<file path="config.mk">
export PLATFORM = sky130hd
export DESIGN_NAME = srpt_ram
export DESIGN_NICKNAME = d
export VERILOG_FILES = /design/src/rtl/core/srpt_ram.sv
export SDC_FILE = /design/constraint.sdc
export NUM_CORES = 1
export LEC_CHECK = 0
export BUFFER_PORTS_ARGS = -buffer_cell sky130_fd_sc_hd__buf_2
export CAP_MARGIN = 40
export CORE_MARGIN = 3
export CORE_UTILIZATION = 54
export DETAILED_ROUTE_END_ITERATION = 16
export GPL_TIMING_DRIVEN = 0
export HOLD_SLACK_MARGIN = 0.08
export PLACE_DENSITY = 0.72
export SKIP_CTS_REPAIR_TIMING = 1
export SLEW_MARGIN = 25
export SYNTH_ARGS = -nofsm -noshare
export SYNTH_HDL_FRONTEND = slang
export SYNTH_SLANG_ARGS = --single-unit
</file>
<file path="constraint.sdc">
create_clock -name clk -period 1.6 [get_ports clk]
set_input_delay 0.16 -clock clk [delete_from_list [all_inputs] [get_ports clk]]
set_output_delay 0.16 -clock clk [all_outputs]
set_load 0.005 [all_outputs]
</file>
<file path="src/rtl/core/srpt_ram.sv">
// generic simple dual-port ram, one write and one registered read port
// no dependencies
module srpt_ram #(
	parameter int WIDTH = 8,
	parameter int DEPTH = 16,
	localparam int AW = $clog2(DEPTH)
) (
	input  logic             clk,
	input  logic             wr_en,
	input  logic [AW-1:0]    wr_addr,
	input  logic [WIDTH-1:0] wr_data,
	input  logic             rd_en,
	input  logic [AW-1:0]    rd_addr,
	output logic [WIDTH-1:0] rd_data
);

	logic [WIDTH-1:0] mem [DEPTH];

	// write port and registered read port
	always_ff @(posedge clk) begin
		if (wr_en) begin
			mem[wr_addr] <= wr_data;
		end
		if (rd_en) begin
			rd_data <= mem[rd_addr];
		end
	end

endmodule

</file>
==> results.sh, run 1 <==
export IMPL_status="completed"
export IMPL_leakage_nw=2.03
export IMPL_synth_top_cells_by_count="edfxtp_1 (136), mux4_2 (18), a22oi_1 (16)"
export IMPL_clock_skew_ns=0.00405
export IMPL_synth_ff_type="edfxtp_1"
export IMPL_pre_cts_slack_ns=-0.260
export IMPL_synth_simple_area_share=0.0314
export IMPL_synthesis_nets=248
export IMPL_netlist_area_um2=5230
export IMPL_fill_cells=616
export IMPL_grt_overflow=0
export IMPL_dr_max_layer_used="met4"
export IMPL_grt_pass1_vias=2493
export IMPL_die_height_um=104
export IMPL_hold_viol_final=0
export IMPL_fin_area_um2=6110
export IMPL_first_iter_violations=205
export IMPL_synth_fa_ha_area_frac=0
export IMPL_slew_headroom=0.460
export IMPL_worstPathRequired_ns=1.85
export IMPL_antenna_cells=0
export IMPL_end_kind="register"
export IMPL_power_density_nw_per_um2=1240
export IMPL_cts_buffers_inserted=17
export IMPL_critPathMaxFanout=1
export IMPL_r2r_end="rd_data[7]"
export IMPL_dieArea_um2=10900
export IMPL_ir_worst_vdd_v=0.000849
export IMPL_synth_top_area_frac=0.781
export IMPL_io_buffer_count=25
export IMPL_worstHoldPathCells=1
export IMPL_synthArstFlopShare=0
export IMPL_die_x_um=104
export IMPL_synthToLayoutAreaGrowth_pct=17.0
export IMPL_hpwl_mm=6.01
export IMPL_finalCritPeriodShare=0.937
export IMPL_rr_worst_depth=3
export IMPL_ys_warn_count=0
export IMPL_slew_viol_final=0
export IMPL_routed_wl_mm=9.71
export IMPL_start_kind="register"
export IMPL_yosysMostFrequentCell="edfxtp_1"
export IMPL_synth_edf_count=136
export IMPL_crit_type="register to register"
export IMPL_rows=35
export IMPL_min_period_ns=1.50
export IMPL_synth_compound_gate_area_share=0.0230
export IMPL_drive_gt1_frac=0.288
export IMPL_fmax_mhz=667
export IMPL_via_count=2428
export IMPL_h_tree_depth=4
export IMPL_routedWlPerCell_um=22.9
export IMPL_synth_area_leader_cell="edfxtp_1"
export IMPL_antenna_found_initial=0
export IMPL_pin_count=27
export IMPL_drt_met1_wl_mm=4.09
export IMPL_grt_pass1_wl_mm=14.7
export IMPL_hold_path_class="input port to register"
export IMPL_fin_nets=301
export IMPL_dr_wl_met3_um=624
export IMPL_maxCapViolations=0
export IMPL_syn_inst=229
export IMPL_dp_cells=383
export IMPL_core_area_um2=9330
export IMPL_synth_area_top_cells="edfxtp_1 (78%), mux4_2 (7.8%), mux4_1 (7.0%)"
export IMPL_rrSetupSlack_ns=0.10
export IMPL_placed_area_um2=5530
export IMPL_wl_met2_mm=4.85
export IMPL_utilization=0.656
export IMPL_ant_nets=0
export IMPL_gp_congestion=0.744
export IMPL_finalWorstSetupSlack_ns=0.101
export IMPL_synth_xor_area_frac=0
export IMPL_grtUsageTotal=0.191
export IMPL_r2r_start="mem[5][7]"
export IMPL_grt_max_degree=17
export IMPL_syn_area_per_cell_um2=22.8
export IMPL_via_per_inst=5.73
export IMPL_yosysUniqueCellTypes=18
export IMPL_drc=0
export IMPL_holdPathEnd="mem[5][2]"
export IMPL_cts_tree="done"
export IMPL_clock_sinks=136
export IMPL_worst_pin_slew_ns=0.806
export IMPL_synth_top_family_by_area="multiplexers"
export IMPL_ys_seq_area_frac=0.781
export IMPL_synth_mux_area_frac=0.148
export IMPL_drt_pre_antenna_iters=5
export IMPL_hp_start="wr_data[2]"
export IMPL_synth_seq_cells=136
export IMPL_rsz0062_at_grt="no"
export IMPL_clk_latency_ns=0.50
export IMPL_start_util=0.560
export IMPL_clock_tree_root_cell="clkbuf_8"
export IMPL_finalNonFillerCells=424
export IMPL_finalSetupViolCount=0
export IMPL_ctsLongestPathBuffers=2
export IMPL_clk_pin_slew_ns=0.06
export IMPL_cp_arrival_ns=1.75
-- power breakdown --
part           internal (W)  switching, W  leakage (nW)
clock network       0.00187       0.00131         0.234
logic              0.000169      0.000220         0.562
registers           0.00402     0.0000178          1.24
total               0.00605       0.00155          2.03
-- final cells by class --
type,count,area (µm²),area share
flip-flops and latches,136,4080,0.668
multi-input cells,83,1080,0.177
clock buffers,21,429,0.0702
repair buffers,34,213,0.0348
well taps,129,161,0.0264
plain buffers,10,86.3,0.0141
clock inverters,11,58.8,0.00962
-- flip-flops by register name (all words and copies together) (netlist names) --
signal	flops
rd_data	8
mem	128
-- cells by family (layout without fill, tap and decap cells) --
logic type / Yosys count / after routing
flops: 136 / 136
compound gates: 16 / 16
simple gates: 35 / 35
buf+inv: 10 / 76
mux: 32 / 32
-- cells in the final DEF, fill, tap and decap left out, types with 2 or more instances in the layout --
master / count
a22oi_1: 15
buf_2: 28
buf_4: 2
buf_6: 3
clkbuf_1: 4
clkbuf_16: 16
clkdlybuf4s25_2: 3
clkinv_1: 3
clkinv_2: 5
clkinvlp_4: 3
dlygate4sd3_1: 8
edfxtp_1: 136
mux4_1: 14
mux4_2: 18
nand2_1: 9
nand2b_1: 2
nand3b_1: 2
nor2_1: 13
nor3_2: 4
-- worst max-delay path, cell delays in order (launching register included) --
cell and delay, ns:
edfxtp_1 0.39, mux4_2 0.49, a22oi_1 0.27, nand2_1 0.10
-- stage by stage --
| stage | TNS, ns | total power [W] | hold WS [ns] |
|---|---|---|---|
| 5_1_grt | 0 | 0.00784 | 0.0805 |
| 2_1_floorplan | 0 | 0.00431 | 0.259 |
| 3_3_place_gp | -14.15 | 0.00446 | 0.496 |
| 3_5_place_dp | -8.39 | 0.00448 | 0.503 |
| 6_report | 0 | 0.00760 | 0.0888 |
| 4_1_cts | 0 | 0.00763 | -0.0274 |
-- layer usage --
| layer | up-vias | track usage |
|---|---|---|
| met5 | - | 0 |
| met3 | 9 | 0.0571 |
| met1 | 1228 | 0.265 |
| li1 | 1089 | - |
| met4 | 0 | 0.0674 |
| met2 | 102 | 0.293 |
-- worst max-delay path by stage --
stage                       to       start
detailed placement   mem[1][7]  wr_addr[2]
global route        rd_data[1]  mem[10][1]
floorplan           rd_data[1]  rd_addr[0]
finish              rd_data[7]   mem[5][7]
global placement     mem[8][3]  wr_addr[2]
CTS                 rd_data[2]   mem[5][2]
No activity file was read; power rests on OpenSTA's default activity.
==> inputs of run 2 (changes only) <==
BUFFER_PORTS_ARGS = not set   (was -buffer_cell sky130_fd_sc_hd__buf_2)
DONT_BUFFER_PORTS = 1   (was not set)
PLACE_DENSITY = 0.7   (was 0.72)
==> run 2 against run 1 <==
Against the previous run:
- power grew 5.0%
- combinational power shrank 8.2%
- sequential cell count is the same
- via count grew 0.12%
- utilization shrank 0.25 points
- critical path type unchanged
- critical endpoint is now rd_data[0]
- largest cell class unchanged
- largest power group unchanged
- highest routed layer unchanged
==> results.sh, run 2 (synthesized netlist as in run 1, its figures left out) <==
export IMPL_hold_slack_ns=0.124
export IMPL_slew_viol_final=0
export IMPL_grt_pass1_vias=2433
export IMPL_largest_reg_flops=128
export IMPL_critPathMaxFanout=1
export IMPL_cts_tree="done"
export IMPL_cp_arrival_ns=1.75
export IMPL_grtUsageTotal=0.200
export IMPL_io_buffer_count=0
export IMPL_h_tree_depth=4
export IMPL_die_height_um=104
export IMPL_start_kind="register"
export IMPL_power_density_nw_per_um2=1310
export IMPL_cp_cell_sequence="mux4_1 -> a22oi_2 -> nand2_1"
export IMPL_drt_pre_antenna_iters=6
export IMPL_final_seq_area_um2=4080
export IMPL_antenna_found_initial=0
export IMPL_layout_common_cells="edfxtp_1 (136), mux4_2 (18), clkbuf_16 (16), a22oi_1 (15), mux4_1 (14)"
export IMPL_maxCapViolations=0
export IMPL_crit_slowest_cell="mux4_1"
export IMPL_synthToLayoutAreaGrowth_pct=16.5
export IMPL_via_per_inst=6.03
export IMPL_routed_wl_mm=10.2
export IMPL_top_register="mem"
export IMPL_critPathMaxStageDelay_ns=0.54
export IMPL_first_iter_violations=273
export IMPL_via_count=2431
export IMPL_status="completed"
export IMPL_ir_worst_vdd_v=0.000688
export IMPL_clk_latency_ns=0.51
export IMPL_finalSetupViolCount=0
export IMPL_grt_overflow=0
export IMPL_crit_family="multiplexers"
export IMPL_hpwl_mm=6.17
export IMPL_rsz0062_at_grt="no"
export IMPL_crit_buf_inv=0
export IMPL_layout_commonest_cell="edfxtp_1"
export IMPL_core_area_um2=9330
export IMPL_fmax_mhz=668
export IMPL_hold_viol_final=0
export IMPL_clock_skew_ns=0.0107
export IMPL_fin_area_um2=6090
export IMPL_reg_top3="mem: 128 flops, rd_data: 8 flops"
export IMPL_antenna_cells=0
export IMPL_fin_setup_tns_ns=0
export IMPL_ctsLongestPathBuffers=2
export IMPL_routedWlPerCell_um=25.2
export IMPL_hp_start="rd_addr[1]"
export IMPL_slew_headroom=0.441
export IMPL_die_x_um=104
export IMPL_crit_start="mem[1][0]"
export IMPL_start_util=0.560
export IMPL_cts_buffers_inserted=17
export IMPL_grt_pass1_wl_mm=15.3
export IMPL_clock_tree_root_cell="clkbuf_8"
export IMPL_worst_pin_slew_ns=0.836
export IMPL_clock_sinks=136
export IMPL_multi_input_area_um2=1080
export IMPL_crit_type="register to register"
export IMPL_placed_area_um2=5410
export IMPL_ant_nets=0
export IMPL_gp_congestion=0.700
export IMPL_dieArea_um2=10900
export IMPL_drc=0
export IMPL_rows=35
export IMPL_fin_nets=280
export IMPL_end_kind="register"
export IMPL_clk_pin_slew_ns=0.06
export IMPL_fill_cells=591
export IMPL_finalCritPeriodShare=0.936
export IMPL_hold_path_class="input port to register"
export IMPL_r2r_start="mem[1][0]"
export IMPL_grt_max_degree=17
export IMPL_leakage_nw=1.97
export IMPL_pin_count=27
export IMPL_worstPathRequired_ns=1.86
export IMPL_drive_gt1_frac=0.237
export IMPL_min_period_ns=1.50
==> run 2: cell count changes in the layout (fill, tap and decap cells not counted), moves of 2 or more <==
cell	delta
clkbuf_1	-3
buf_2	-25
dlygate4sd3_1	+3
bufinv_16	+2
clkinvlp_4	+2
==> run 2: area by class of cell <==
cell class	instances	area share
buffer	10	0.0142
multi-input combinational	83	0.178
timing repair buffer	13	0.0205
sequential	136	0.671
clock inverter	14	0.0220
clock buffer	18	0.0686
tap	129	0.0265
==> run 2: worst paths after layout <==
path / to / slack (ns) / cells after the start
worst max-delay path: rd_data[0] / 0.10 / 3
worst min-delay path: rd_data[0] / 0.12 / 3
worst max register to register: rd_data[0] / 0.10 / 3
worst min register to register: rd_data[5] / 0.78 / 3
==> run 2: per-stage QoR <==
step / power [W] / util / setup slack, ns / cells
CTS: 0.00795 / 0.639 / 0.0205 / 390
finish: 0.00798 / 0.653 / 0.102 / 403
floorplan: 0.00431 / - / 0.158 / 229
global placement: 0.00438 / 0.578 / -0.184 / 358
global route: 0.00824 / 0.653 / 0.0330 / 403
detailed placement: 0.00439 / 0.580 / -0.149 / 358
==> run 2: tightest hold or removal path, stage by stage <==
cell and delay [ns]:
mux4_1 0.16, a22oi_2 0.10, nand2_1 0.10
==> run 2: power breakdown <==
part | switching, W | internal (W) | total [W]
registers | 0.0000229 | 0.00402 | 0.00404
clock network | 0.00139 | 0.00219 | 0.00358
logic | 0.000207 | 0.000149 | 0.000356
total | 0.00162 | 0.00636 | 0.00798
==> run 2: routing by layer <==
layer / track usage / vias up / share of wire
li1: - / 1056 / -
met1: 0.291 / 1250 / 0.42
met2: 0.297 / 115 / 0.49
met3: 0.0627 / 10 / 0.086
met4: 0.0541 / 0 / 0.0086
met5: 0 / - / 0
==> inputs of run 3 (changes only) <==
PLACE_DENSITY = 0.72   (was 0.7)
==> run 3 against run 2 <==
Against the previous run:
- largest power group unchanged
- critical path type unchanged
- sequential cell count is the same
- worst setup slack got worse by 0.026 ns
- non-clock buffer count decreased by 1
- via count fell by 0.58%
- first-iteration DRC count shrank 13%
- fmax is 1.7% lower
- largest cell class unchanged
- final area is 0.70% higher
- cell count down 0.25%
- global-route usage decreased by 0.65 points
- worst hold slack worse by 0.044 ns
- utilization up 0.46 points
- register-to-register slack lost 0.03 ns
==> results.sh, run 3 (synthesized netlist as in run 1, its figures left out) <==
export IMPL_status="completed"
export IMPL_via_count=2417
export IMPL_grt_pass1_vias=2415
export IMPL_clock_skew_ns=0.00609
export IMPL_grt_overflow=0
export IMPL_layout_commonest_cell="edfxtp_1"
export IMPL_crit_type="register to register"
export IMPL_cts_tree="done"
export IMPL_ctsLongestPathBuffers=2
export IMPL_maxCapViolations=0
export IMPL_clock_sinks=136
export IMPL_worstHoldPathCells=3
export IMPL_hold_viol_final=0
export IMPL_fill_cells=605
export IMPL_die_x_um=104
export IMPL_routed_wl_mm=9.80
export IMPL_antenna_cells=0
export IMPL_rr_worst_depth=3
export IMPL_slew_viol_final=0
export IMPL_die_height_um=104
export IMPL_h_tree_depth=4
export IMPL_clock_tree_root_cell="clkbuf_8"
export IMPL_core_area_um2=9330
export IMPL_fin_total_pwr_w=0.00839
export IMPL_fin_nets=279
export IMPL_drt_pre_antenna_iters=7
export IMPL_grt_pass1_wl_mm=14.7
export IMPL_power_density_nw_per_um2=1370
export IMPL_ant_nets=0
export IMPL_reg_top3="mem: 128 flops, rd_data: 8 flops"
export IMPL_worst_pin_slew_ns=0.824
export IMPL_antenna_found_initial=0
export IMPL_first_iter_violations=237
export IMPL_hold_path_class="input port to register"
export IMPL_grt_max_degree=17
export IMPL_finalNonFillerCells=402
export IMPL_critPathMaxFanout=1
export IMPL_dieArea_um2=10900
export IMPL_start_kind="register"
export IMPL_finalCritPeriodShare=0.952
export IMPL_worstPathRequired_ns=1.87
export IMPL_io_buffer_count=0
export IMPL_end_kind="register"
export IMPL_start_util=0.560
export IMPL_pin_count=27
export IMPL_fin_setup_tns_ns=0
export IMPL_slew_headroom=0.449
export IMPL_largest_reg_flops=128
export IMPL_via_per_inst=6.01
export IMPL_fmax_mhz=656
export IMPL_fin_area_um2=6130
export IMPL_min_period_ns=1.52
export IMPL_synthToLayoutAreaGrowth_pct=17.3
export IMPL_placed_area_um2=5410
export IMPL_grtUsageTotal=0.193
export IMPL_clk_pin_slew_ns=0.06
export IMPL_ir_worst_vdd_v=0.000648
export IMPL_layout_common_cells="edfxtp_1 (136), mux4_2 (18), a22oi_1 (16), clkbuf_16 (16), mux4_1 (14)"
export IMPL_rows=35
export IMPL_dp_cells=358
export IMPL_cts_buffers_inserted=17
export IMPL_finalSetupViolCount=0
export IMPL_routedWlPerCell_um=24.4
export IMPL_clk_latency_ns=0.52
export IMPL_hpwl_mm=5.95
export IMPL_drive_gt1_frac=0.220
export IMPL_rsz0062_at_grt="no"
export IMPL_drc=0
export IMPL_leakage_nw=2.01
export IMPL_gp_congestion=0.708
export IMPL_top_register="mem"
export IMPL_cp_arrival_ns=1.79
export IMPL_hold_slack_ns=0.0802
[run 3: changes by cell type in the layout (fill, tap and decap cells not counted)]
cell / delta
bufinv_16: +3
a22oi_2: -1
clkbuf_1: +3
a22oi_1: +1
clkinvlp_4: -5
buf_4: -1
clkinv_4: -1
[run 3: where the power goes]
part	internal (W)	switching [W]	total (W)
combinational	0.000148	0.000202	0.000350
clock	0.00266	0.00134	0.00400
sequential	0.00402	0.0000218	0.00404
[run 3: stage by stage]
| step | utilization | setup WS (ns) |
|---|---|---|
| after detailed placement | 0.580 | -0.141 |
| after floorplan | - | 0.158 |
| final | 0.658 | 0.0764 |
| after global placement | 0.578 | -0.281 |
| after global routing | 0.658 | 0.0289 |
| after CTS | 0.645 | 0.0474 |
[run 3: metal layers]
metal,up-vias,track usage,part of all wire
met4,0,0.0864,0.016
met1,1223,0.270,0.39
li1,1044,-,-
met3,12,0.0701,0.12
met2,138,0.276,0.48
met5,-,0,0
[run 3: final timing paths]
check                           slack, ns         end        from
worst min-delay path                 0.08  rd_data[0]  rd_addr[1]
worst min register to register       0.77  rd_data[3]   mem[1][3]
worst max register to register       0.08  rd_data[2]   mem[5][2]
worst max-delay path                 0.08  rd_data[2]   mem[5][2]
[run 3: worst max-delay path, stage by stage, from the launching register on]
cell and delay (ns):
edfxtp_1 0.36, mux4_1 0.58, a22oi_1 0.26, nand2_1 0.08
[run 3: layout make-up]
class,count,area [µm²],area share
repair buffers,12,118,0.0192
flip-flops and latches,136,4080,0.666
well taps,129,161,0.0263
clock inverters,11,178,0.0290
plain buffers,10,86.3,0.0141
clock buffers,21,429,0.0700
multi-input cells,83,1080,0.176
