--- src/rtl/core/srpt_pkg.sv ---
// shared types, widths and helpers for the srpt scheduler
// no dependencies
package srpt_pkg;

	localparam int MAX_JOBS_DEF = 256;
	localparam int ID_W         = 16;
	localparam int START_W      = 16;
	localparam int SIZE_W       = 16;
	localparam int NOW_W        = 32;
	localparam int SUM_W        = 40;

	// saturation limit of the completion sum (all ones)
	localparam logic [SUM_W-1:0] SUM_MAX = '1;

	typedef enum logic {
		MODE_ADD  = 1'b0,
		MODE_TICK = 1'b1
	} mode_t;

	typedef struct packed {
		mode_t              mode;
		logic [ID_W-1:0]    job_id;
		logic [START_W-1:0] job_start;
		logic [SIZE_W-1:0]  job_size;
	} item_t;

	typedef struct packed {
		logic               table_full;
		logic               served;
		logic [ID_W-1:0]    served_id;
		logic               job_finished;
		logic               all_done;
		logic [SUM_W-1:0]   completion_sum;
		logic [NOW_W-1:0]   now_time;
	} result_t;

	// one job table entry
	typedef struct packed {
		logic [ID_W-1:0]    id;
		logic [START_W-1:0] start;
		logic [SIZE_W-1:0]  left;
	} entry_t;

	localparam int ENTRY_W = $bits(entry_t);

	typedef struct packed {
		logic busy;
		logic done;
	} ctrl_status_t;

	typedef enum logic [2:0] {
		ST_IDLE,
		ST_SEARCH,
		ST_SHIFT,
		ST_PLACE,
		ST_SCAN,
		ST_SERVE,
		ST_DONE
	} state_t;

	// stored entry stays in front of a new job with this start and size
	function automatic logic precedes(entry_t e, logic [START_W-1:0] start,
			logic [SIZE_W-1:0] size);
		return (e.start < start) || ((e.start == start) && (e.left < size));
	endfunction

endpackage

--- src/rtl/core/srpt_ctrl.sv ---
// sequencer for the srpt scheduler: insert search and shift, tick scan and serve
// depends on srpt_pkg; drives the job table ram
module srpt_ctrl import srpt_pkg::*; #(
	parameter int MAX_JOBS = MAX_JOBS_DEF,
	localparam int IDX_W = $clog2(MAX_JOBS),
	localparam int CNT_W = $clog2(MAX_JOBS + 1)
) (
	input  logic             clk,
	input  logic             arst_n,
	input  logic             start,
	input  item_t            item,
	input  logic             out_free,
	output ctrl_status_t     status,
	output result_t          result,
	output logic             rd_en,
	output logic [IDX_W-1:0] rd_addr,
	input  entry_t           rd_data,
	output logic             wr_en,
	output logic [IDX_W-1:0] wr_addr,
	output entry_t           wr_data
);

	state_t             state_q, state_d;
	logic [CNT_W-1:0]   count_q, count_d;
	logic [CNT_W-1:0]   pending_q, pending_d;
	logic [NOW_W-1:0]   time_q, time_d;
	logic [SUM_W-1:0]   total_q, total_d;
	logic [CNT_W-1:0]   rd_ptr_q, rd_ptr_d;
	logic [CNT_W-1:0]   remain_q, remain_d;
	logic               rd_s1, rd_s1_d;
	logic [IDX_W-1:0]   rd_addr_s1;
	logic               found_q, found_d;
	logic               full_q, full_d;
	logic               served_q, served_d;
	logic               fin_q, fin_d;
	item_t              item_q, item_d;
	logic [IDX_W-1:0]   pos_q, pos_d;
	entry_t             best_q, best_d;
	logic [IDX_W-1:0]   best_idx_q, best_idx_d;
	logic [ID_W-1:0]    sid_q, sid_d;

	logic [CNT_W-1:0]   cnt_m1;
	logic [IDX_W-1:0]   last_idx;
	logic               hit;
	logic               eligible;
	logic               better;
	logic [NOW_W-1:0]   time_nx;
	logic [SUM_W:0]     sum_w;
	logic [SUM_W-1:0]   total_sat;

	// index of the last stored entry
	assign cnt_m1   = count_q - CNT_W'(1);
	assign last_idx = cnt_m1[IDX_W-1:0];

	// insert search: first entry that does not stay in front of the new job
	assign hit = rd_s1 && !precedes(rd_data, item_q.job_start, item_q.job_size);

	// tick scan: released, unfinished, and no worse than the best so far
	assign eligible = (rd_data.left != '0) && (NOW_W'(rd_data.start) <= time_q);
	assign better   = eligible && (!found_q || (rd_data.left <= best_q.left));

	// time advance and saturating completion sum
	assign time_nx   = time_q + NOW_W'(1);
	assign sum_w     = (SUM_W + 1)'(total_q) + (SUM_W + 1)'(time_nx);
	assign total_sat = sum_w[SUM_W] ? SUM_MAX : sum_w[SUM_W-1:0];

	// next state and memory requests
	always_comb begin
		state_d    = state_q;
		count_d    = count_q;
		pending_d  = pending_q;
		time_d     = time_q;
		total_d    = total_q;
		rd_ptr_d   = rd_ptr_q;
		remain_d   = remain_q;
		rd_s1_d    = 1'b0;
		found_d    = found_q;
		full_d     = full_q;
		served_d   = served_q;
		fin_d      = fin_q;
		item_d     = item_q;
		pos_d      = pos_q;
		best_d     = best_q;
		best_idx_d = best_idx_q;
		sid_d      = sid_q;
		rd_en      = 1'b0;
		rd_addr    = rd_ptr_q[IDX_W-1:0];
		wr_en      = 1'b0;
		wr_addr    = rd_addr_s1 + IDX_W'(1);
		wr_data    = rd_data;
		status.busy = (state_q != ST_IDLE);
		status.done = 1'b0;
		unique case (state_q)
			ST_IDLE: begin
				if (start) begin
					item_d   = item;
					full_d   = 1'b0;
					served_d = 1'b0;
					fin_d    = 1'b0;
					sid_d    = '0;
					rd_ptr_d = '0;
					found_d  = 1'b0;
					if (item.mode == MODE_ADD) begin
						if (count_q == CNT_W'(MAX_JOBS)) begin
							full_d  = 1'b1;
							state_d = ST_DONE;
						end else if (count_q == '0) begin
							pos_d   = '0;
							state_d = ST_PLACE;
						end else begin
							state_d = ST_SEARCH;
						end
					end else if (pending_q == '0) begin
						state_d = ST_DONE;
					end else begin
						state_d = ST_SCAN;
					end
				end
			end
			ST_SEARCH: begin
				if (hit) begin
					pos_d    = rd_addr_s1;
					rd_ptr_d = cnt_m1;
					remain_d = count_q - CNT_W'(rd_addr_s1);
					state_d  = ST_SHIFT;
				end else begin
					if (rd_s1 && (rd_addr_s1 == last_idx)) begin
						pos_d   = count_q[IDX_W-1:0];
						state_d = ST_PLACE;
					end
					if (rd_ptr_q < count_q) begin
						rd_en    = 1'b1;
						rd_s1_d  = 1'b1;
						rd_ptr_d = rd_ptr_q + CNT_W'(1);
					end
				end
			end
			ST_SHIFT: begin
				// read entry k-1 and write it back one place higher
				if (remain_q != '0) begin
					rd_en    = 1'b1;
					rd_s1_d  = 1'b1;
					rd_ptr_d = rd_ptr_q - CNT_W'(1);
					remain_d = remain_q - CNT_W'(1);
				end
				if (rd_s1) begin
					wr_en = 1'b1;
					if (rd_addr_s1 == pos_q) begin
						state_d = ST_PLACE;
					end
				end
			end
			ST_PLACE: begin
				wr_en      = 1'b1;
				wr_addr    = pos_q;
				wr_data.id    = item_q.job_id;
				wr_data.start = item_q.job_start;
				wr_data.left  = item_q.job_size;
				count_d    = count_q + CNT_W'(1);
				if (item_q.job_size != '0) begin
					pending_d = pending_q + CNT_W'(1);
				end
				state_d    = ST_DONE;
			end
			ST_SCAN: begin
				if (rd_ptr_q < count_q) begin
					rd_en    = 1'b1;
					rd_s1_d  = 1'b1;
					rd_ptr_d = rd_ptr_q + CNT_W'(1);
				end
				if (rd_s1) begin
					if (better) begin
						best_d     = rd_data;
						best_idx_d = rd_addr_s1;
						found_d    = 1'b1;
					end
					if (rd_addr_s1 == last_idx) begin
						state_d = ST_SERVE;
					end
				end
			end
			ST_SERVE: begin
				time_d = time_nx;
				if (found_q) begin
					wr_en        = 1'b1;
					wr_addr      = best_idx_q;
					wr_data      = best_q;
					wr_data.left = best_q.left - SIZE_W'(1);
					served_d     = 1'b1;
					sid_d        = best_q.id;
					if (best_q.left == SIZE_W'(1)) begin
						fin_d     = 1'b1;
						pending_d = pending_q - CNT_W'(1);
						total_d   = total_sat;
					end
				end
				state_d = ST_DONE;
			end
			ST_DONE: begin
				if (out_free) begin
					status.done = 1'b1;
					state_d     = ST_IDLE;
				end
			end
			default: begin
				state_d = ST_IDLE;
			end
		endcase
	end

	// control state
	always_ff @(posedge clk or negedge arst_n) begin
		if (!arst_n) begin
			state_q   <= ST_IDLE;
			count_q   <= '0;
			pending_q <= '0;
			time_q    <= '0;
			total_q   <= '0;
			rd_ptr_q  <= '0;
			remain_q  <= '0;
			rd_s1     <= 1'b0;
			found_q   <= 1'b0;
			full_q    <= 1'b0;
			served_q  <= 1'b0;
			fin_q     <= 1'b0;
		end else begin
			state_q   <= state_d;
			count_q   <= count_d;
			pending_q <= pending_d;
			time_q    <= time_d;
			total_q   <= total_d;
			rd_ptr_q  <= rd_ptr_d;
			remain_q  <= remain_d;
			rd_s1     <= rd_s1_d;
			found_q   <= found_d;
			full_q    <= full_d;
			served_q  <= served_d;
			fin_q     <= fin_d;
		end
	end

	// payload registers
	always_ff @(posedge clk) begin
		rd_addr_s1 <= rd_ptr_q[IDX_W-1:0];
		item_q     <= item_d;
		pos_q      <= pos_d;
		best_q     <= best_d;
		best_idx_q <= best_idx_d;
		sid_q      <= sid_d;
	end

	// result fields, settled once in the done state
	assign result.table_full     = full_q;
	assign result.served         = served_q;
	assign result.served_id      = sid_q;
	assign result.job_finished   = fin_q;
	assign result.all_done       = (pending_q == '0);
	assign result.completion_sum = total_q;
	assign result.now_time       = time_q;

endmodule

--- config.mk ---
export PLATFORM = sky130hd
export DESIGN_NAME = srpt_ctrl
export DESIGN_NICKNAME = d
export VERILOG_FILES = /design/src/rtl/core/srpt_pkg.sv /design/src/rtl/core/srpt_ctrl.sv
export SDC_FILE = /design/constraint.sdc
export NUM_CORES = 1
export LEC_CHECK = 0
export ABC_AREA = 1
export BUFFER_PORTS_ARGS = -buffer_cell sky130_fd_sc_hd__buf_2
export CORE_AREA = 5 5 231 233
export CTS_CLUSTER_DIAMETER = 150
export DETAILED_ROUTE_END_ITERATION = 16
export DIE_AREA = 0 0 236 238
export HOLD_SLACK_MARGIN = 0.12
export PLACE_DENSITY = 0.62
export SLEW_MARGIN = 20
export SYNTH_ARGS = -nofsm -noshare
export SYNTH_HDL_FRONTEND = slang
export SYNTH_SLANG_ARGS = --single-unit
--- constraint.sdc ---
create_clock -name clk -period 12.5 [get_ports clk]
set_clock_uncertainty 0.15 [all_clocks]
set_input_delay 1.875 -clock clk [delete_from_list [all_inputs] [get_ports clk]]
set_output_delay 1.875 -clock clk [all_outputs]
set_load 0.02 [all_outputs]
==> metrics.md, run 1 <==
| Metric | Value |
|---|---|
| Distinct cells, synth | `57` |
| Final hold slack | `0.3284 ns` |
| Port Buf Inserts | `260` |
| Setup violators final | `0` |
| Fin worst setup slack | `5.840 ns` |
| Fmax | `0.1502 GHz` |
| Reg2reg start | `time_q[0]$_DFFE_PN0P_` |
| Switching share of power | `0.4200` |
| RSZ-0062 raised after global routing | `no` |
| GP Congestion | `0.9818` |
| Setup TNS | `0 ns` |
| DIE WIDTH | `236 um` |
| Wirelength per Cell | `18.89 um` |
| Max_cap viols | `0` |
| Cts bufs inserted | `35` |
| Placed Area | `19570 um^2` |
| Status | `complete, no violations` |
| Final non-filler cell total | `~3300` |
| Post-synth ARST share | `0.4603` |
| Clk pwr share | `0.285` |
| Worst IR drop on VDD | `140.0 uV` |
| Clock Pin Slew Worst Setup and Hold Paths | `0.05 ns` |
| Largest family of logic cells by synthesized area | `simple AND/OR/NAND/NOR gates` |
| Initial DRC count | `1386` |
| Mux cell area share after synthesis | `0` |
| Vias/cell | `5.119` |
| Worst Tran Pin Value | `0.9382 ns` |
| Sw power | `1.498 mW` |
| Crit. Startpoint | `state_q[2]$_DFFE_PN0P_` |
| PD cells | `171.6 nW/um^2` |
| Initial antenna violation count | `4` |
| Setup WS pre-CTS | `6.071 ns` |
| HP Start | `found_q$_DFFE_PN0P_` |
| Vias | `16750` |
| First-pass GRT wire length | `~94000 um` |
| Synthesized area | `17700 um^2` |
| Post-synthesis sequential area ratio | `0.3902` |
| Clock buffer depth | `3` |
| Crit path launch type | `flop` |
| Post-Syn Area per Cell | `7.652 um^2` |
| Req. time, crit path | `10.47 ns` |
| Vias in the first global route | `16040` |
| Quantity of gates resized following cts | `0` |
| Main synth FF type | `edfxtp_1` |
| Final Cell Area | `20770 um^2` |
| XOR/XNOR Fraction of Synth Area | `0.03910` |
| Clk sinks | `between 200 and 300` |
| Area grow syn2layout | `17.38%` |
| Core ar. | `50990 um^2` |
| # hold bufs at CTS | `0` |
| CTS tree | `done` |
| Worst-Skew Late Latency | `between 0.5 and 0.6 ns` |
| First drt pass iteration count | `6` |
| Initial Util | `0.3471` |
| Routed WL | `around 62000 um` |
| Arrival time worst endpoint | `4.63 ns` |
| Flop pwr share | `0.321` |
| Congestion Overflow GR | `0` |
| Cell Rows | `83` |
| P_int | `2.068 mW` |
| Pin count of the biggest net entering global routing | `74` |
| Tcrit/Tclk final | `0.5328` |
| Post-synth EDFFs | `128` |
| Endpoints failing hold | `0` |
| Comb pwr share | `0.394` |
| Syn_nets | `2548` |
| Die Area | `about 56000 um^2` |
| Crit path max fanout | `54` |
| Final max-slew violation count | `0` |
| Final min period | `6.660 ns` |
| Post-synthesis simple-gate area fraction | `0.2688` |
| Slew headroom | `0.3745` |
| Final Util | `0.4074` |
| Leak Pwr | `10.13 nW` |
| DP HPWL | `47920 um` |
| Main area contributors after synthesis | `edfxtp_1 (22%), dfrtp_1 (16%), nand2_1 (12%), ha_1 (9.3%), inv_1 (6.8%)` |
| Yosys warns | `0` |
| Post-synthesis cell count | `roughly 2300` |
| Die height | `approximately 240 um` |
| Critical path capture point type | `output port` |
| Compound-Gate Fraction of Synth Area | `0.1164` |
| Share of layout cells above drive strength 1 | `0.1549` |
| DRC viols | `0` |
| Post-Synth Adder-Cell Area | `0.09601` |
| H-Tree Depth | `2` |
| Synthesis-stage register bit count | `~250` |
| Post-Place Cells | `3204` |
| Final ANT Viol Nets | `0` |
| Postcts setup bufs | `0` |
| Worst min path class | `flop to flop` |
| Post-synth top area share | `0.2172` |
| Total GRT Usage | `0.2104` |
| Worst Setup Path Type | `flop to output port` |
| Top cell type by total area after synthesis | `edfxtp_1` |
| Design Power | `3.566 mW` |
| Nets | `2797` |
| Clk root buf | `clkbuf_16` |
| Num ports | `261` |
==> power groups by stage <==
stage	registers, mW	logic [mW]	clock network [mW]
2_1_floorplan	1.12	0.975	0
3_5_place_dp	1.16	1.39	0
4_1_cts	1.14	1.40	1.05
3_3_place_gp	1.16	1.37	0
5_1_grt	1.16	1.56	1.08
6_report	1.15	1.40	1.02
==> registers in the layout, summed over array words and instances, names as in the netlist <==
register    count
pending_q       9
rd_s1           1
rd_addr_s1      8
found_q         1
count_q         9
best_idx_q      8
served_q        1
rd_ptr_q        9
time_q         32
best_q         48
item_q         48
sid_q          16
pos_q           8
state_q         3
remain_q        9
full_q          1
total_q        40
fin_q           1
==> synthesized netlist by cell type (all sizes together), types with 15 or more instances <==
| cell type | count |
|---|---|
| a21oi | 117 |
| buf | 34 |
| clkbuf | 21 |
| dfrtp | 116 |
| edfxtp | 128 |
| ha | 131 |
| inv | 330 |
| nand2 | 590 |
| nand3 | 114 |
| nand4 | 33 |
| nor2 | 292 |
| nor3 | 39 |
| nor4 | 18 |
| o211ai | 41 |
| o21ai | 141 |
| o221ai | 16 |
| xnor2 | 15 |
| xor2 | 64 |
==> cells by family (layout without fill, tap and decap cells) <==
family | Yosys count | after routing
AO/OA/AOI/OAI | 356 | 356
XOR/XNOR | 79 | 79
adder cells (fa/ha/maj) | 134 | 134
buffers and inverters | 387 | 662
flip-flops | 252 | 252
other | 0 | 4
AND/OR/NAND/NOR | 1105 | 1105
==> cells in the final DEF, fill, tap and decap left out, types with 12 or more instances in the layout <==
cell,instances
nand3_1,110
nor2_1,258
o21ai_1,12
xnor2_1,15
nand2_1,577
o211ai_1,41
nand4_1,33
nor2_2,29
nor4_1,17
clkbuf_16,36
xor2_1,64
ha_1,131
nor3_1,36
o21ai_0,126
a21oi_1,115
dfrtp_1,116
o221ai_1,16
inv_1,319
edfxtp_1,128
buf_2,259
==> final timing paths <==
kind                            slack, ns  cells past startpoint                       to
worst max-delay path                 5.84                      9              wr_data[23]
worst min-delay path                 0.33                      2      found_q$_DFFE_PN0P_
worst max register to register       7.88                     22  total_q[29]$_DFFE_PN0P_
worst min register to register       0.33                      2      found_q$_DFFE_PN0P_
max in group asynchronous            9.88                      2  remain_q[7]$_DFFE_PN0P_
min in group asynchronous            1.19                      1  total_q[32]$_DFFE_PN0P_
==> area by class of cell <==
type | count | area (um^2)
flip-flops and latches | 252 | 6907
fillers | 5223 | 30220
repair buffers | 267 | 1380
diodes | 4 | 10.01
multi-input cells | 1674 | 9219
well taps | 680 | 850.8
inverters | 332 | 1246
clock inverters | 14 | 171.4
clock buffers | 49 | 989.7
==> critical path: stages, from the launching register on <==
cell      delay (ns)
dfrtp_1         0.52
nand3_4         0.56
nor2_4          0.23
buf_4           0.46
inv_2           0.37
nand2_2         0.51
inv_2           0.51
nand2_1         0.17
o211ai_1        0.34
buf_2           0.30
==> metal layers <==
metal / share of wire / vias up / track usage
met5: 0 / - / 0
met4: 0.028 / 0 / 0.06369
met3: 0.071 / 94 / 0.04392
met2: 0.45 / 600 / 0.3273
met1: 0.45 / 7927 / 0.2964
li1: - / 8128 / -
No activity file was read; power rests on OpenSTA's default activity.
==> run 2: changes to the inputs <==
==> constraint.sdc (replaced) <==
create_clock -name clk -period 6.6 [get_ports clk]
set_clock_uncertainty 0.15 [all_clocks]
set_input_delay 0.99 -clock clk [delete_from_list [all_inputs] [get_ports clk]]
set_output_delay 0.99 -clock clk [all_outputs]
set_load 0.02 [all_outputs]
==> run 2 against run 1 <==
Against the previous run:
- critical path depth shrank 1
- count of clock-buffer cells in the layout decreased by 12
- first-iteration DRC count rose by 21%
- wire length rose by 1.4%
- via count increased by 1.1%
- worst hold slack better by 0.0012 ns
- sequential power is 89% higher
- largest power group unchanged
- die area unchanged
- global-route usage up 0.30 points
- sequential share of layout area down 0.11 points
- clock power is 98% higher
- combinational power grew 90%
==> metrics.md, run 2 (same netlist as run 1, synthesis figures left out) <==
| Metric | Value |
|---|---|
| Total GRT Usage | `0.2134 (was 0.2104)` |
| Cts bufs inserted | `34 (was 35)` |
| Die Area | `56170 um^2 (unchanged)` |
| Sw power | `2.857 mW (was 1.498 mW)` |
| Reg2reg start | `time_q[0]$_DFFE_PN0P_ (unchanged)` |
| Vias/cell | `5.176 (was 5.119)` |
| Met2 Use GR | `0.3346 (was 0.3273)` |
| Worst-Skew Late Latency | `0.55 ns (about the same)` |
| Port Buf Inserts | `260 (unchanged)` |
| RSZ-0062 raised after global routing | `no (unchanged)` |
| Met1 usage | `0.3015 (was 0.2964)` |
| First drt pass iteration count | `6 (unchanged)` |
| Setup TNS | `0 ns (unchanged)` |
| Area grow syn2layout | `17.75% (was 17.38%)` |
| Critical path capture point type | `output port (unchanged)` |
| PD cells | `328.5 nW/um^2 (was 171.6 nW/um^2)` |
| Crit path launch type | `flop (unchanged)` |
| Share of layout cells above drive strength 1 | `0.1598 (was 0.1549)` |
| Num ports | `261 (unchanged)` |
| Crit. Startpoint | `state_q[2]$_DFFE_PN0P_ (unchanged)` |
| Vias | `16940 (was 16750)` |
| Clock Pin Slew Worst Setup and Hold Paths | `0.06 ns (was 0.05 ns)` |
| Initial antenna violation count | `3 (was 4)` |
| Congestion Overflow GR | `0 (unchanged)` |
| Worst Tran Pin Value | `0.9942 ns (was 0.9382 ns)` |
| Reg2reg setup slack | `2.15 ns (was 7.88 ns)` |
| H-Tree Depth | `2 (unchanged)` |
| Final max-slew violation count | `0 (unchanged)` |
| Req. time, crit path | `5.46 ns (was 10.47 ns)` |
| Core ar. | `50990 um^2 (unchanged)` |
| Final min period | `roughly 4.9 ns` |
| Leak Pwr | `10.17 nW (was 10.13 nW)` |
| Nets | `2800 (was 2797)` |
| Vias in the first global route | `16180 (was 16040)` |
| Clk sinks | `252 (unchanged)` |
| GP Congestion | `0.9638 (was 0.9818)` |
| Setup violators final | `0 (unchanged)` |
| Routed WL | `62680 um (was 61800 um)` |
| Max_cap viols | `0 (unchanged)` |
| Gr busiest metal | `met2 (unchanged)` |
| Initial Util | `0.3471 (unchanged)` |
| Most common cell after layout, fill and taps aside | `nand2_1 (unchanged)` |
| Pin count of the biggest net entering global routing | `75 (was 74)` |
| Worst min path class | `input port to async pin (was flop to flop)` |
| Most frequent cells in the layout | `nand2_1 (577), inv_1 (319), buf_2 (259) (unchanged)` |
| Cell Rows | `83 (unchanged)` |
| DP HPWL | `48540 um (was 47920 um)` |
| Switching share of power | `0.4173 (was 0.4200)` |
| Largest registers | `best_q x48, item_q x48, total_q x40 (unchanged)` |
| Wirelength per Cell | `19.15 um (was 18.89 um)` |
| First-pass GRT wire length | `94810 um (was 93530 um)` |
| Tcrit/Tclk final | `0.7378` |
| M3 GR Usage | `0.04230 (was 0.04392)` |
| Postcts setup bufs | `0 (unchanged)` |
| Clock buffer depth | `3 (unchanged)` |
| Final ANT Viol Nets | `0 (unchanged)` |
| DRC viols | `0 (unchanged)` |
| DIE WIDTH | `236 um (unchanged)` |
| Endpoints failing hold | `0 (unchanged)` |
| CTS tree | `done (unchanged)` |
| Die height | `238 um (unchanged)` |
| Worst Setup Path Type | `flop to output port (unchanged)` |
| Status | `complete, no violations (unchanged)` |
| Clk root buf | `clkbuf_16 (unchanged)` |
| Fmax | `0.2054 GHz` |
| Comb pwr share | `0.388 (was 0.394)` |
| P_int | `3.989 mW (was 2.068 mW)` |
| Final Util | `0.4087 (was 0.4074)` |
| Flop pwr share | `0.317 (was 0.321)` |
| Crit path max fanout | `37 (was 54)` |
| Design Power | `6.847 mW (was 3.566 mW)` |
| # hold bufs at CTS | `0 (unchanged)` |
| Initial DRC count | `1679 (was 1386)` |
| Worst IR drop on VDD | `255.5 uV (was 140.0 uV)` |
| Slew headroom | `0.3321 (was 0.3745)` |
| Arrival time worst endpoint | `3.73 ns (was 4.63 ns)` |
| Clk pwr share | `0.295 (was 0.285)` |
| Quantity of gates resized following cts | `0 (unchanged)` |
[run 2: cell count changes in the layout (fill, tap and decap cells not counted), moves of 3 or more]
cell / previous run / this run
buf_4: 6 / 11
bufinv_16: 3 / 6
clkbuf_1: 9 / 0
clkinv_2: 2 / 8
[run 2: routing by layer]
metal | part of all wire | up-vias
met4 | 0.029 | 2
met5 | 0.00021 | -
met2 | 0.45 | 631
li1 | - | 8141
met3 | 0.072 | 95
met1 | 0.45 | 8071
[run 2: power groups by stage]
stage	registers (mW)	logic, mW	clock network (mW)
2_1_floorplan	2.13	1.85	0
3_3_place_gp	2.19	2.61	0
3_5_place_dp	2.19	2.64	0
4_1_cts	2.17	2.65	2.07
5_1_grt	2.20	2.96	2.13
6_report	2.17	2.66	2.02
[run 2: path summary, 6_finish.rpt]
check,end,depth (start not counted)
hold reg to reg,pending_q[0]$_DFFE_PN0P_,1
setup / recovery,wr_data[23],8
min in group clk,pending_q[0]$_DFFE_PN0P_,1
hold / removal,rd_ptr_q[5]$_DFFE_PN0P_,1
setup reg to reg,total_q[21]$_DFFE_PN0P_,18
max in group asynchronous,time_q[16]$_DFFE_PN0P_,2
[run 2: area by class of cell]
class,count,area [um^2]
fillers,5238,30150
clock buffers,37,903.4
repair buffers,271,1390
multi-input cells,1674,9219
well taps,680,850.8
flip-flops and latches,252,6907
diodes,2,5.005
inverters,332,1246
clock inverters,25,319.1
[run 2: through the flow]
stage | setup slack (ns) | hold slack, ns | instance area (um^2) | instances
6_report | 1.731 | 0.3296 | 20840 | 3273
2_1_floorplan | 1.731 | 0.2397 | 17700 | 2313
3_5_place_dp | 2.033 | 0.3205 | 19610 | 3209
5_1_grt | 1.470 | 0.3689 | 20840 | 3273
4_1_cts | 1.695 | 0.3340 | 20830 | 3271
3_3_place_gp | 2.062 | 0.3158 | 19610 | 3209
[run 2: critical path: stages, from the launching register on]
cell and delay [ns]:
dfrtp_1 0.53, nor2_1 0.12, nand2_2 0.06, buf_4 0.49
nand2_2 0.44, inv_2 0.68, nand2_1 0.12, o211ai_1 0.40
buf_2 0.30
